File: src/hw/rtl/clkdr_pkg.sv
package clkdr_pkg;

   localparam int unsigned WORD_W          = 32;
   localparam int unsigned FIELD_W_MAX     = 16;
   localparam int unsigned CPU_TABLE_MAX   = 8;
   localparam int unsigned CPU_TABLE_SCALE = 2;

   localparam int unsigned REQ_TDATA_W = 104;
   localparam int unsigned RSP_TDATA_W = 72;

   localparam logic [1:0] CSR_DIV_MODE    = 2'd0;
   localparam logic [1:0] CSR_FIELD_SHIFT = 2'd1;
   localparam logic [1:0] CSR_FIELD_WIDTH = 2'd2;

   typedef enum logic [1:0] {
      CMD_GET   = 2'd0,
      CMD_SET   = 2'd1,
      CMD_WRITE = 2'd2,
      CMD_NOP   = 2'd3
   } cmd_type;

   typedef enum logic [1:0] {
      ST_OK    = 2'd0,
      ST_NODEV = 2'd1,
      ST_RANGE = 2'd2,
      ST_MODE  = 2'd3
   } status_type;

   typedef enum logic [1:0] {
      MODE_PLAIN = 2'd0,
      MODE_POW2  = 2'd1,
      MODE_CPU   = 2'd2,
      MODE_RSVD  = 2'd3
   } mode_type;

   typedef struct packed {
      logic              start;
      logic [WORD_W-1:0] dividend;
      logic [WORD_W-1:0] divisor;
   } div_req_type;

   typedef struct packed {
      logic              done;
      logic [WORD_W-1:0] quotient;
      logic [WORD_W-1:0] remainder;
   } div_rsp_type;

endpackage

File: src/hw/rtl/clkdr_div.sv
module clkdr_div (
   input  logic                   clock,
   input  logic                   reset,
   input  clkdr_pkg::div_req_type div_req,
   output clkdr_pkg::div_rsp_type div_rsp
);
   import clkdr_pkg::*;

   localparam int unsigned CNT_W = $clog2(WORD_W);

   logic              busy_ff, busy_in;
   logic              done_ff, done_in;
   logic [CNT_W-1:0]  cnt_ff, cnt_in;
   logic [WORD_W-1:0] quo_ff, quo_in;
   logic [WORD_W-1:0] rem_ff, rem_in;
   logic [WORD_W-1:0] dsr_ff, dsr_in;
   logic [WORD_W:0]   trial;
   logic [WORD_W:0]   diff;

   // restoring radix-2: one quotient bit per cycle, dividend shifts out of quo_ff
   always_comb begin
      trial   = {rem_ff, quo_ff[WORD_W-1]};
      diff    = trial - {1'b0, dsr_ff};
      busy_in = busy_ff;
      done_in = 1'b0;
      cnt_in  = cnt_ff;
      quo_in  = quo_ff;
      rem_in  = rem_ff;
      dsr_in  = dsr_ff;
      if (div_req.start) begin
         busy_in = 1'b1;
         cnt_in  = '0;
         quo_in  = div_req.dividend;
         rem_in  = '0;
         dsr_in  = div_req.divisor;
      end else if (busy_ff) begin
         quo_in = {quo_ff[WORD_W-2:0], ~diff[WORD_W]};
         rem_in = diff[WORD_W] ? trial[WORD_W-1:0] : diff[WORD_W-1:0];
         cnt_in = cnt_ff + CNT_W'(1);
         if (cnt_ff == CNT_W'(WORD_W - 1)) begin
            busy_in = 1'b0;
            done_in = 1'b1;
         end
      end
   end

   always_ff @(posedge clock) begin
      if (reset) begin
         busy_ff <= 1'b0;
         done_ff <= 1'b0;
      end else begin
         busy_ff <= busy_in;
         done_ff <= done_in;
      end
      cnt_ff <= cnt_in;
      quo_ff <= quo_in;
      rem_ff <= rem_in;
      dsr_ff <= dsr_in;
   end

   assign div_rsp.done      = done_ff;
   assign div_rsp.quotient  = quo_ff;
   assign div_rsp.remainder = rem_ff;

endmodule

File: src/hw/rtl/clock_divider_rate_calc.sv
// Flow: IDLE takes a request, LOAD decides, DIV divides, FIN registers the response
// once the output slot is free. Only a present get with nonzero parent rate in plain
// mode or cpu mode with an in-range index, and a set that reaches the divide, use DIV.
// Throughput: one item in flight; the 32-step radix-2 divider is shared by get and set.
// Reset: synchronous, active high; clears the control word, config registers and state.
module clock_divider_rate_calc (
   input  logic                                 clock,
   input  logic                                 reset,
   input  logic                                 req_tvalid,
   output logic                                 req_tready,
   // [0] parent_present, [32:1] src_rate, [64:33] target_rate, [96:65] word_data
   input  logic [clkdr_pkg::REQ_TDATA_W-1:0]    req_tdata,
   // [1:0] cmd
   input  logic [1:0]                           req_tuser,
   output logic                                 rsp_tvalid,
   input  logic                                 rsp_tready,
   // [31:0] rate, [33:32] status, [65:34] control_word
   output logic [clkdr_pkg::RSP_TDATA_W-1:0]    rsp_tdata,
   input  logic                                 csr_valid,
   output logic                                 csr_ready,
   input  logic [1:0]                           csr_index,
   input  logic [4:0]                           csr_data
);
   import clkdr_pkg::*;

   typedef enum logic [3:0] {
      S_IDLE = 4'b0001,
      S_LOAD = 4'b0010,
      S_DIV  = 4'b0100,
      S_FIN  = 4'b1000
   } state_type;

   state_type         state_ff, state_in;
   mode_type          mode_ff, mode_in;
   logic [4:0]        shift_ff, shift_in;
   logic [4:0]        width_ff, width_in;
   logic [WORD_W-1:0] word_ff, word_in;

   cmd_type           cmd_ff, cmd_in;
   logic              present_ff, present_in;
   logic [WORD_W-1:0] prate_ff, prate_in;
   logic [WORD_W-1:0] target_ff, target_in;
   logic [WORD_W-1:0] data_ff, data_in;

   status_type        status_ff, status_in;
   logic [WORD_W-1:0] rate_ff, rate_in;
   logic              use_div_ff, use_div_in;

   logic              rsp_tvalid_ff, rsp_tvalid_in;
   logic [WORD_W-1:0] rsp_rate_ff, rsp_rate_in;
   status_type        rsp_status_ff, rsp_status_in;
   logic [WORD_W-1:0] rsp_word_ff, rsp_word_in;

   logic [4:0]        eff_w;
   logic [15:0]       low_mask;
   logic [47:0]       mask_wide;
   logic [WORD_W-1:0] field_mask;
   logic [WORD_W-1:0] field_max;
   logic [WORD_W-1:0] ratio_full;
   logic [15:0]       ratio;
   logic [WORD_W-1:0] pow2_rate;

   status_type        ld_status;
   logic [WORD_W-1:0] ld_rate;
   logic              ld_div;
   logic [WORD_W-1:0] ld_divisor;

   logic [WORD_W-1:0] raw;
   logic [WORD_W-1:0] fin_rate;
   status_type        fin_status;
   logic [WORD_W-1:0] fin_word;
   logic              fire;

   div_req_type       div_req;
   div_rsp_type       div_rsp;

   clkdr_div u_div (
      .clock   (clock),
      .reset   (reset),
      .div_req (div_req),
      .div_rsp (div_rsp)
   );

   // field placement; bits above bit 31 fall away
   always_comb begin
      eff_w      = (width_ff > 5'(FIELD_W_MAX)) ? 5'(FIELD_W_MAX) : width_ff;
      low_mask   = 16'((17'd1 << eff_w) - 17'd1);
      mask_wide  = {32'b0, low_mask} << shift_ff;
      field_mask = mask_wide[WORD_W-1:0];
      field_max  = field_mask >> shift_ff;
      ratio_full = (word_ff & field_mask) >> shift_ff;
      ratio      = ratio_full[15:0];
      pow2_rate  = (ratio >= 16'd32) ? '0 : (prate_ff >> ratio[4:0]);
   end

   // pre-divide decisions
   always_comb begin
      ld_status  = ST_OK;
      ld_rate    = '0;
      ld_div     = 1'b0;
      ld_divisor = target_ff;
      unique case (cmd_ff)
         CMD_GET: begin
            if (!present_ff) begin
               ld_status = ST_NODEV;
            end else if (prate_ff != '0) begin
               unique case (mode_ff)
                  MODE_PLAIN: begin
                     ld_div     = 1'b1;
                     ld_divisor = 32'(ratio) + 32'd1;
                  end
                  MODE_POW2: ld_rate = pow2_rate;
                  MODE_CPU: begin
                     if (ratio >= 16'd1 && ratio <= 16'(CPU_TABLE_MAX)) begin
                        ld_div     = 1'b1;
                        ld_divisor = (32'(ratio) + 32'd1) * 32'(CPU_TABLE_SCALE);
                     end
                  end
                  MODE_RSVD: ld_status = ST_MODE;
                  default: ld_status = ST_MODE;
               endcase
            end
         end
         CMD_SET: begin
            priority if (!present_ff || field_mask == '0) begin
               ld_status = ST_NODEV;
            end else if (prate_ff == '0) begin
               ld_status = (target_ff == '0) ? ST_OK : ST_RANGE;
            end else if (target_ff == '0) begin
               ld_status = ST_RANGE;
            end else if (mode_ff != MODE_PLAIN) begin
               ld_status = ST_MODE;
            end else begin
               ld_div = 1'b1;
            end
         end
         default: ;
      endcase
   end

   assign div_req.start    = (state_ff == S_LOAD) && ld_div;
   assign div_req.dividend = prate_ff;
   assign div_req.divisor  = ld_divisor;

   // ceil(p/t) - 1 from quotient and remainder
   always_comb begin
      raw        = (div_rsp.remainder != '0) ? div_rsp.quotient
                                             : div_rsp.quotient - 32'd1;
      fin_rate   = rate_ff;
      fin_status = status_ff;
      fin_word   = word_ff;
      if (use_div_ff) begin
         if (cmd_ff == CMD_GET) begin
            fin_rate = div_rsp.quotient;
         end else if (raw > field_max) begin
            fin_status = ST_RANGE;
         end else begin
            fin_word = (word_ff & ~field_mask) | ((raw << shift_ff) & field_mask);
         end
      end
      if (cmd_ff == CMD_WRITE) begin
         fin_word = data_ff;
      end
   end

   assign fire = (state_ff == S_FIN) && (!rsp_tvalid_ff || rsp_tready);

   always_comb begin
      state_in      = state_ff;
      mode_in       = mode_ff;
      shift_in      = shift_ff;
      width_in      = width_ff;
      word_in       = word_ff;
      cmd_in        = cmd_ff;
      present_in    = present_ff;
      prate_in      = prate_ff;
      target_in     = target_ff;
      data_in       = data_ff;
      status_in     = status_ff;
      rate_in       = rate_ff;
      use_div_in    = use_div_ff;
      rsp_tvalid_in = rsp_tvalid_ff;
      rsp_rate_in   = rsp_rate_ff;
      rsp_status_in = rsp_status_ff;
      rsp_word_in   = rsp_word_ff;

      if (csr_valid) begin
         unique case (csr_index)
            CSR_DIV_MODE:    mode_in  = mode_type'(csr_data[1:0]);
            CSR_FIELD_SHIFT: shift_in = csr_data;
            CSR_FIELD_WIDTH: width_in = csr_data;
            default: ;
         endcase
      end

      if (rsp_tvalid_ff && rsp_tready) begin
         rsp_tvalid_in = 1'b0;
      end

      unique case (state_ff)
         S_IDLE: begin
            if (req_tvalid) begin
               cmd_in     = cmd_type'(req_tuser);
               present_in = req_tdata[0];
               prate_in   = req_tdata[32:1];
               target_in  = req_tdata[64:33];
               data_in    = req_tdata[96:65];
               state_in   = S_LOAD;
            end
         end
         S_LOAD: begin
            status_in  = ld_status;
            rate_in    = ld_rate;
            use_div_in = ld_div;
            state_in   = ld_div ? S_DIV : S_FIN;
         end
         S_DIV: begin
            if (div_rsp.done) begin
               state_in = S_FIN;
            end
         end
         S_FIN: begin
            if (fire) begin
               rsp_tvalid_in = 1'b1;
               rsp_rate_in   = fin_rate;
               rsp_status_in = fin_status;
               rsp_word_in   = fin_word;
               word_in       = fin_word;
               state_in      = S_IDLE;
            end
         end
         default: state_in = S_IDLE;
      endcase
   end

   always_ff @(posedge clock) begin
      if (reset) begin
         state_ff      <= S_IDLE;
         mode_ff       <= MODE_PLAIN;
         shift_ff      <= '0;
         width_ff      <= '0;
         word_ff       <= '0;
         rsp_tvalid_ff <= 1'b0;
      end else begin
         state_ff      <= state_in;
         mode_ff       <= mode_in;
         shift_ff      <= shift_in;
         width_ff      <= width_in;
         word_ff       <= word_in;
         rsp_tvalid_ff <= rsp_tvalid_in;
      end
      cmd_ff        <= cmd_in;
      present_ff    <= present_in;
      prate_ff      <= prate_in;
      target_ff     <= target_in;
      data_ff       <= data_in;
      status_ff     <= status_in;
      rate_ff       <= rate_in;
      use_div_ff    <= use_div_in;
      rsp_rate_ff   <= rsp_rate_in;
      rsp_status_ff <= rsp_status_in;
      rsp_word_ff   <= rsp_word_in;
   end

   assign req_tready = (state_ff == S_IDLE);
   assign csr_ready  = 1'b1;
   assign rsp_tvalid = rsp_tvalid_ff;
   assign rsp_tdata  = {6'b0, rsp_word_ff, rsp_status_ff, rsp_rate_ff};

   a_word_hold: assert property (@(posedge clock) disable iff (reset)
      (state_ff != S_FIN) |=> (word_ff == $past(word_ff)))
      else $error("control word changed outside finish");

   a_done_in_div: assert property (@(posedge clock) disable iff (reset)
      div_rsp.done |-> (state_ff == S_DIV))
      else $error("divider finished outside divide state");

   a_set_fail_keeps: assert property (@(posedge clock) disable iff (reset)
      (state_ff == S_FIN && cmd_ff == CMD_SET && fin_status != ST_OK) |->
      (fin_word == word_ff))
      else $error("failed set modified control word");

   a_mode_rate: assert property (@(posedge clock) disable iff (reset)
      (rsp_tvalid_ff && rsp_status_ff == ST_MODE) |-> (rsp_rate_ff == '0))
      else $error("invalid mode returned a rate");

endmodule

File: config.mk
export PLATFORM = sky130hd
export DESIGN_NAME = clock_divider_rate_calc
export DESIGN_NICKNAME = d
export VERILOG_FILES = /design/src/hw/rtl/clkdr_pkg.sv /design/src/hw/rtl/clkdr_div.sv /design/src/hw/rtl/clock_divider_rate_calc.sv
export SDC_FILE = /design/constraint.sdc
export NUM_CORES = 1
export LEC_CHECK = 0
export BUFFER_PORTS_ARGS = -buffer_cell sky130_fd_sc_hd__buf_4
export CAP_MARGIN = 20
export CORE_MARGIN = 2
export CORE_UTILIZATION = 45
export CTS_BUF_LIST = sky130_fd_sc_hd__clkbuf_4 sky130_fd_sc_hd__clkbuf_8
export DETAILED_ROUTE_END_ITERATION = 6
export GPL_ROUTABILITY_DRIVEN = 0
export HOLD_SLACK_MARGIN = 0.05
export PLACE_DENSITY = 0.65
export SLEW_MARGIN = 20
export SYNTH_ARGS = -nofsm -noshare
export SYNTH_HDL_FRONTEND = slang
export SYNTH_SLANG_ARGS = --single-unit
File: constraint.sdc
create_clock -name clock -period 6.81 [get_ports clock]
set_input_delay 1.0215 -clock clock [delete_from_list [all_inputs] [get_ports clock]]
set_output_delay 1.0215 -clock clock [all_outputs]
set_load 0.02 [all_outputs]
==> Word level (Yosys, flattened, before mapping) <==
Index checks and enable logic that the tools add are counted.
{ "totals": {"output_inout_bits": 75, "input_bits": 118, "ff_bits": 352, "elab_cells": 140} }
{ "classes": {"bitwise": 11, "eq_ne": 15, "n_reduce_logical": 26, "magnitude_cmp": 5, "shifts": 6, "mux": 49, "addsub": 5} }
{ "op_table": {"columns": ["operator", "count"], "rows": [
  ["$mux W32", 14],
  ["$and A32 B32 Y32", 3],
  ["$logic_not A32 Y1", 3],
  ["$pmux W32 S2", 1],
  ["$reduce_bool A32 Y1", 2],
  ["$shr A32 B5 Y32", 2],
  ["$sub A33 B32 Y33", 1],
  ["$gt A32 B32 Y1", 1],
  ["$not A32 Y32", 1],
  ["$or A32 B32 Y32", 1],
  ["$shl A16 B5 Y32", 1],
  ["$shl A32 B5 Y32", 1],
  ["$shr A32 B5 Y16", 1],
  ["$sub A32 B1 Y32 const B", 1],
  ["$mux W2", 11],
  ["$add A16 B1 Y17 const B", 1],
  ["$ge A16 B1 Y1 const B", 1],
  ["$ge A16 B6 Y1 const B", 1],
  ["$le A16 B4 Y1 const B", 1],
  ["$mux W4", 4],
  ["$pmux W4 S4", 1],
  ["$shl A1 B5 Y16 const A", 1],
  ["$sub A16 B1 Y16 const B", 1],
  ["$mux W1", 14],
  ["24 further kinds", 48]
]} }

==> Depth between registers and ports, before layout <==
{ "logic_depth": {"word_depth": 16, "ltp_mapped": 36, "mapped_depth_nobuf": 30} }

==> Modules after synthesis <==
A second synthesis with hierarchy kept.
{ "hier_totals": {"cells_unflattened": 2932, "hier_area_um2": 26391.6} }
{ "by_module_without_submodules": {"columns": ["mod", "instances", "seq_area_each_um2", "area_each_um2", "cells_per_inst"], "rows": [
  ["clock_divider_rate_calc", 1, 6986.7, 20474.6, 2366],
  ["clkdr_div", 1, 2702.6, 5916.9, 566]
]} }

==> Least setup slack after synthesis <==
Ideal clock, no wire load.
{ "synth_path": {"path_type": "flip-flop to flip-flop", "startpoint": "reg width_ff[4]", "endpoint": "reg word_ff[30]", "setup_ns": 0.078, "slack_ns": -0.186, "path_buffers": 5, "arrival_ns": 6.918, "required_time_ns": 6.732, "period_less_slack_ns": 6.996, "stages_incl_launch_ff": 34, "path_cell_list": "dfxtp_1 -> buf_2 -> buf_2 -> nor3_2 -> nand3_1 -> ha_1 -> buf_4 -> nor2b_1 -> mux2_2 -> o21ai_1 -> a22oi_1 -> a222oi_1 -> a21oi_1 -> o21a_1 -> a21oi_1 -> a22oi_1 -> a221oi_1 -> ha_1 -> nor2b_1 -> o21a_1 -> o21a_1 -> o21a_1 -> o21a_1 -> o21a_1 -> o21a_1 -> o21a_1 -> o211ai_1 -> and3_1 -> clkbuf_1 -> clkbuf_1 -> a21oi_1 -> a31o_2 -> o211a_1 -> nor3_1"} }
{ "synth_between": {"elab_chain_cells": 12, "elab_cells_between_ends": 15, "cone_classes": "add/sub: 1; order compare: 2; shift: 3; mux: 5; bitwise: 4"} }
{ "synth_rtl": {"columns": ["element", "line", "rtl"], "rows": [
  ["start, declared", "clock_divider_rate_calc.sv:36", "logic [4:0] width_ff, width_in;"],
  ["start signal, assigned", "clock_divider_rate_calc.sv:248", "width_ff <= width_in;"],
  ["$gt A5 B5 Y1", "clock_divider_rate_calc.sv:86", "eff_w = (width_ff > 5'(FIELD_W_MAX)) ? 5'(FIELD_W_MAX) : width_ff;"],
  ["$mux W5 (*)", "clock_divider_rate_calc.sv:86", null],
  ["$shl A1 B5 Y16 (*)", "clock_divider_rate_calc.sv:87", "low_mask = 16'((17'd1 << eff_w) - 17'd1);"],
  ["$sub A16 B1 Y16 (*)", "clock_divider_rate_calc.sv:87", null],
  ["$shl A16 B5 Y32 (*)", "clock_divider_rate_calc.sv:88", "mask_wide = {32'b0, low_mask} << shift_ff;"],
  ["parallel branches: the longest is 3 deep, another holds $gt A32 B32 Y1", null, null],
  ["$mux W32 (*)", "clock_divider_rate_calc.sv:155", "end else if (raw > field_max) begin"],
  ["$mux W32 (*)", "clock_divider_rate_calc.sv:153", "if (cmd_ff == CMD_GET) begin"],
  ["$mux W32 (*)", "clock_divider_rate_calc.sv:152", "if (use_div_ff) begin"],
  ["$mux W32 (*)", "clock_divider_rate_calc.sv:161", "if (cmd_ff == CMD_WRITE) begin"],
  ["end signal, assigned", "clock_divider_rate_calc.sv:249", "word_ff <= word_in;"],
  ["end, declared", "clock_divider_rate_calc.sv:37", "logic [WORD_W-1:0] word_ff, word_in;"]
]} }
Every way passes the cells marked *.
A chain may end at the register's enable or synchronous reset.

==> Worst setup path in the final report <==
{ "layout_path": {"startpoint": "reg width_ff[4]", "endpoint": "reg word_ff[3]"} }
{ "layout_between": {"elab_chain_cells": 12, "elab_cells_between_ends": 15, "cone_classes": "add/sub: 1; order compare: 2; shift: 3; mux: 5; bitwise: 4"} }
{ "layout_rtl": {"columns": ["element", "line", "rtl"], "rows": [
  ["$gt A5 B5 Y1", "clock_divider_rate_calc.sv:86", null],
  ["$mux W5 (*)", "clock_divider_rate_calc.sv:86", null],
  ["$shl A1 B5 Y16 (*)", "clock_divider_rate_calc.sv:87", null],
  ["$sub A16 B1 Y16 (*)", "clock_divider_rate_calc.sv:87", null],
  ["$shl A16 B5 Y32 (*)", "clock_divider_rate_calc.sv:88", null],
  ["parallel branches: the longest is 3 deep, another holds $gt A32 B32 Y1", null, null],
  ["$mux W32 (*)", "clock_divider_rate_calc.sv:155", null],
  ["$mux W32 (*)", "clock_divider_rate_calc.sv:153", null],
  ["$mux W32 (*)", "clock_divider_rate_calc.sv:152", null],
  ["$mux W32 (*)", "clock_divider_rate_calc.sv:161", null],
  ["named net fin_word[3]", "clock_divider_rate_calc.sv:71", "logic [WORD_W-1:0] fin_word;"]
]} }
Mark *: on every way through the listed nets, which the timed path passes.

==> out/results.txt <==
Run status: finished, violations left
Violated checks: design-rule violations, negative setup slack
Setup slack after layout: -73.2 ps
Commonest cells after routing, fill and taps aside: buf_4, nor2_1, edfxtp_1
Clk root buf: clkbuf_8
Clk_lat worst skew: 710 ps
CP endpoint kind: flop
Inserted Clock Buffers: 61
Clock-pin slew on the worst setup and hold paths: 60 ps
Initial antenna violation count: 3
Slowest cell on the critical path: or4_4
Proportion of synthesized chip area in sequential cells: 37.9%
Maximum fanout count along the critical path: 7
Flop-to-flop setup slack: -70 ps
Die outline area: 58800 µm²
Number of search-and-repair iterations in the first detailed-routing pass: 7
Mean routed wirelength per cell: 23.8 µm
Floorplan die height: 242 µm
Floorplan die width: 242 µm
Top achievable clock speed: 145 MHz
Critical path arrival: 7470 ps
Buffers from clock root to sink, at most: 3
Count of boundary I/O pins: 193
Sort of element at the start of the critical path: flop
Post-Syn Area per Cell: 9.27 µm²
RSZ-0062 raised after global routing: yes
Total global routing track utilization: 30.3%
Wire length of the first global-routing pass: 139000 µm
Post-Synthesis Cell Area: 25600 µm²
Leakage power figure: 12.3 nW
Number of buffer cells added on primary ports: 178
Layout Area Growth over Synthesis: 21.9%
Leading cell type in the layout, fill and taps excluded: buf_4
Average vias per placed instance: 6.41
Number of global-route vias before repair: 23700
Dominant delay contributor by cell family on the critical path: compound AO/OA/AOI/OAI gates
Register bit total from synthesis: 352
Yosys synthesis warning count: 0
Flip-flop cell with the highest count after synthesis: edfxtp_1
Number of library cell types mapped by synthesis: 101
Overall power of the completed layout: 0.00806 W
H-tree levels: 2
Area of the core region: 56300 µm²
Layout cells sized above 1: 25.2%
Final number of setup-violating endpoints: 6
Final Hold Viols: 0
Number of pins exceeding their max-slew limit in the final report: 0
Max stage delay on crit path: 570 ps
HPWL after DPL: 67200 µm
Grt ovf: 0
Total length of routed wires: 92300 µm
Final clock skew: 61.1 ps
Total number of vias: 24800
Worst-case vdd ir drop: 211 µV
Ys async rst share: 0%
CTS tree: yes
Shortest clock period the worst path allows after layout: 6880 ps
Count of buffer and inverter cells on the critical path: 3
Total number of placement rows: 87
Maximum number of pins on one net before global-route repair: 105
Post-route DRC: 40
Worst Path Class, Setup: flop to flop
Worst Max-Slew Pin Slew: 1240 ps
Power Dens Cells: 259 nW/µm²
Worst EP required: 7400 ps
Nets: 3256
Part of the cycle the worst path needs: 101%
Path category of the worst min-delay check: input port to flop
Number of clock sinks: 352
Number of instances in the synthesized netlist: 2758
Most frequent cell on the critical path: o21a_1
First-iteration detailed-routing DRC count: 3152
Number of enable-type register cells in the synthesized netlist: 264
Rel. slew slack: 16.2%
Initial Util: 45.4%
Antenna Nets Post-Route: 0
Layout Utilization: 55.4%
Number of max-cap violations: 0
final cells by class:
type,instances,area [µm²]
repair buffers,417,3250
multi-input cells,2149,15500
fillers,5009,25100
inverters,85,322
flip-flops and latches,352,9710
diodes,2,5.00
well taps,756,946
clock buffers,77,997
clock inverters,39,437
power breakdown:
part           internal, W  switching (W)  total, W  leakage, nW
Sequential         0.00272       0.000306   0.00303         3.13
Clock              0.00132       0.000949   0.00227        0.733
Combinational      0.00116        0.00161   0.00276         8.43
routing by layer:
layer / share of wire, % / wire length [µm] / track usage [%] / vias to the layer above
met5: 0.014 / 13 / 0.654 / -
met4: 6.0 / 5560 / 15.1 / 2
met3: 12 / 11000 / 10.6 / 421
met2: 43 / 40000 / 46.2 / 1511
met1: 39 / 35800 / 37.9 / 11800
li1: - / - / - / 11100
worst register-to-register path: cells and delay by family, from the launching register on:
| family | cells | cell delay (ps) |
|---|---|---|
| AOI/OAI and AO/OA | 17 | 3600 |
| DFF | 1 | 330 |
| adders and majority gates | 2 | 480 |
| buffers and inverters | 3 | 470 |
| and+or+nand+nor | 9 | 1890 |
cell families after synthesis:
group                      after synthesis  synth area share [%]
muxes                                  299                  12.9
AOI/OAI and AO/OA                      778                  21.3
other                                    2                0.0294
adders and majority gates               72                  3.55
buffers and inverters                  278                  4.60
xor gates and xnor gates                74                  2.53
DFF                                    352                  37.9
and+or+nand+nor                        903                  17.1
metrics by stage:
stage,setup TNS [ps],cell area (µm²),std cells,worst slack (ps),hold slack (ps)
after floorplan,0,25700,2779,1.63,456
after CTS,0,30400,3864,18.7,455
final,-195,31200,3877,-73.2,492
after detailed placement,-7950,28900,3746,-350,499
after global routing,-11350,31200,3875,-327,465
after global placement,-2560,28900,3746,-258,481
worst paths after layout:
check                                startpoint         endpoint  depth (start not counted)
worst max-delay path                width_ff[4]       word_ff[3]                         31
worst min-delay path              req_tdata[88]      data_ff[23]                          1
worst max register to register      width_ff[4]       word_ff[3]                         31
worst min register to register  u_div.cnt_ff[4]  u_div.cnt_ff[4]                          2
synth_stat cells, types with 35 or more instances:
master | n | area share (%)
a21oi_1 | 139 | 2.7
clkbuf_1 | 113 | 1.7
nand2_1 | 236 | 3.5
inv_1 | 84 | 1.2
a211oi_1 | 74 | 2.2
nor4_1 | 46 | 1.1
a31oi_1 | 35 | 0.86
o21a_1 | 43 | 1.3
mux2_2 | 74 | 3.3
mux2i_1 | 191 | 7.5
xnor2_1 | 47 | 1.6
edfxtp_1 | 264 | 31
nor3_1 | 67 | 1.3
dfxtp_1 | 88 | 6.9
ha_1 | 71 | 3.5
nor2_1 | 273 | 4.0
a21o_1 | 43 | 1.3
nand3_1 | 48 | 0.94
and2_1 | 40 | 0.98
o21ai_0 | 139 | 2.7
registers in the layout (all words and copies together) (netlist names), 4 cells and up:
name and cells:
u_div.quo_ff 32, prate_ff 32, word_ff 32, rate_ff 32, u_div.rem_ff 32, rsp_rate_ff 32
state_ff 4, u_div.dsr_ff 32, u_div.cnt_ff 5, target_ff 32, shift_ff 5, data_ff 32
width_ff 5, rsp_word_ff 32
repair_timing:
action / 4_1_cts / 5_1_grt
setup endpoints to repair: 64 / 75
gates resized for setup: 17 / 173
gates cloned: 0 / 1
hold buffers: 0 / 0
pin swaps: 5 / 44
setup buffers: 2 / 10
endpoints found under the hold margin: 0 / 0
No activity file was read; power rests on OpenSTA's default activity.
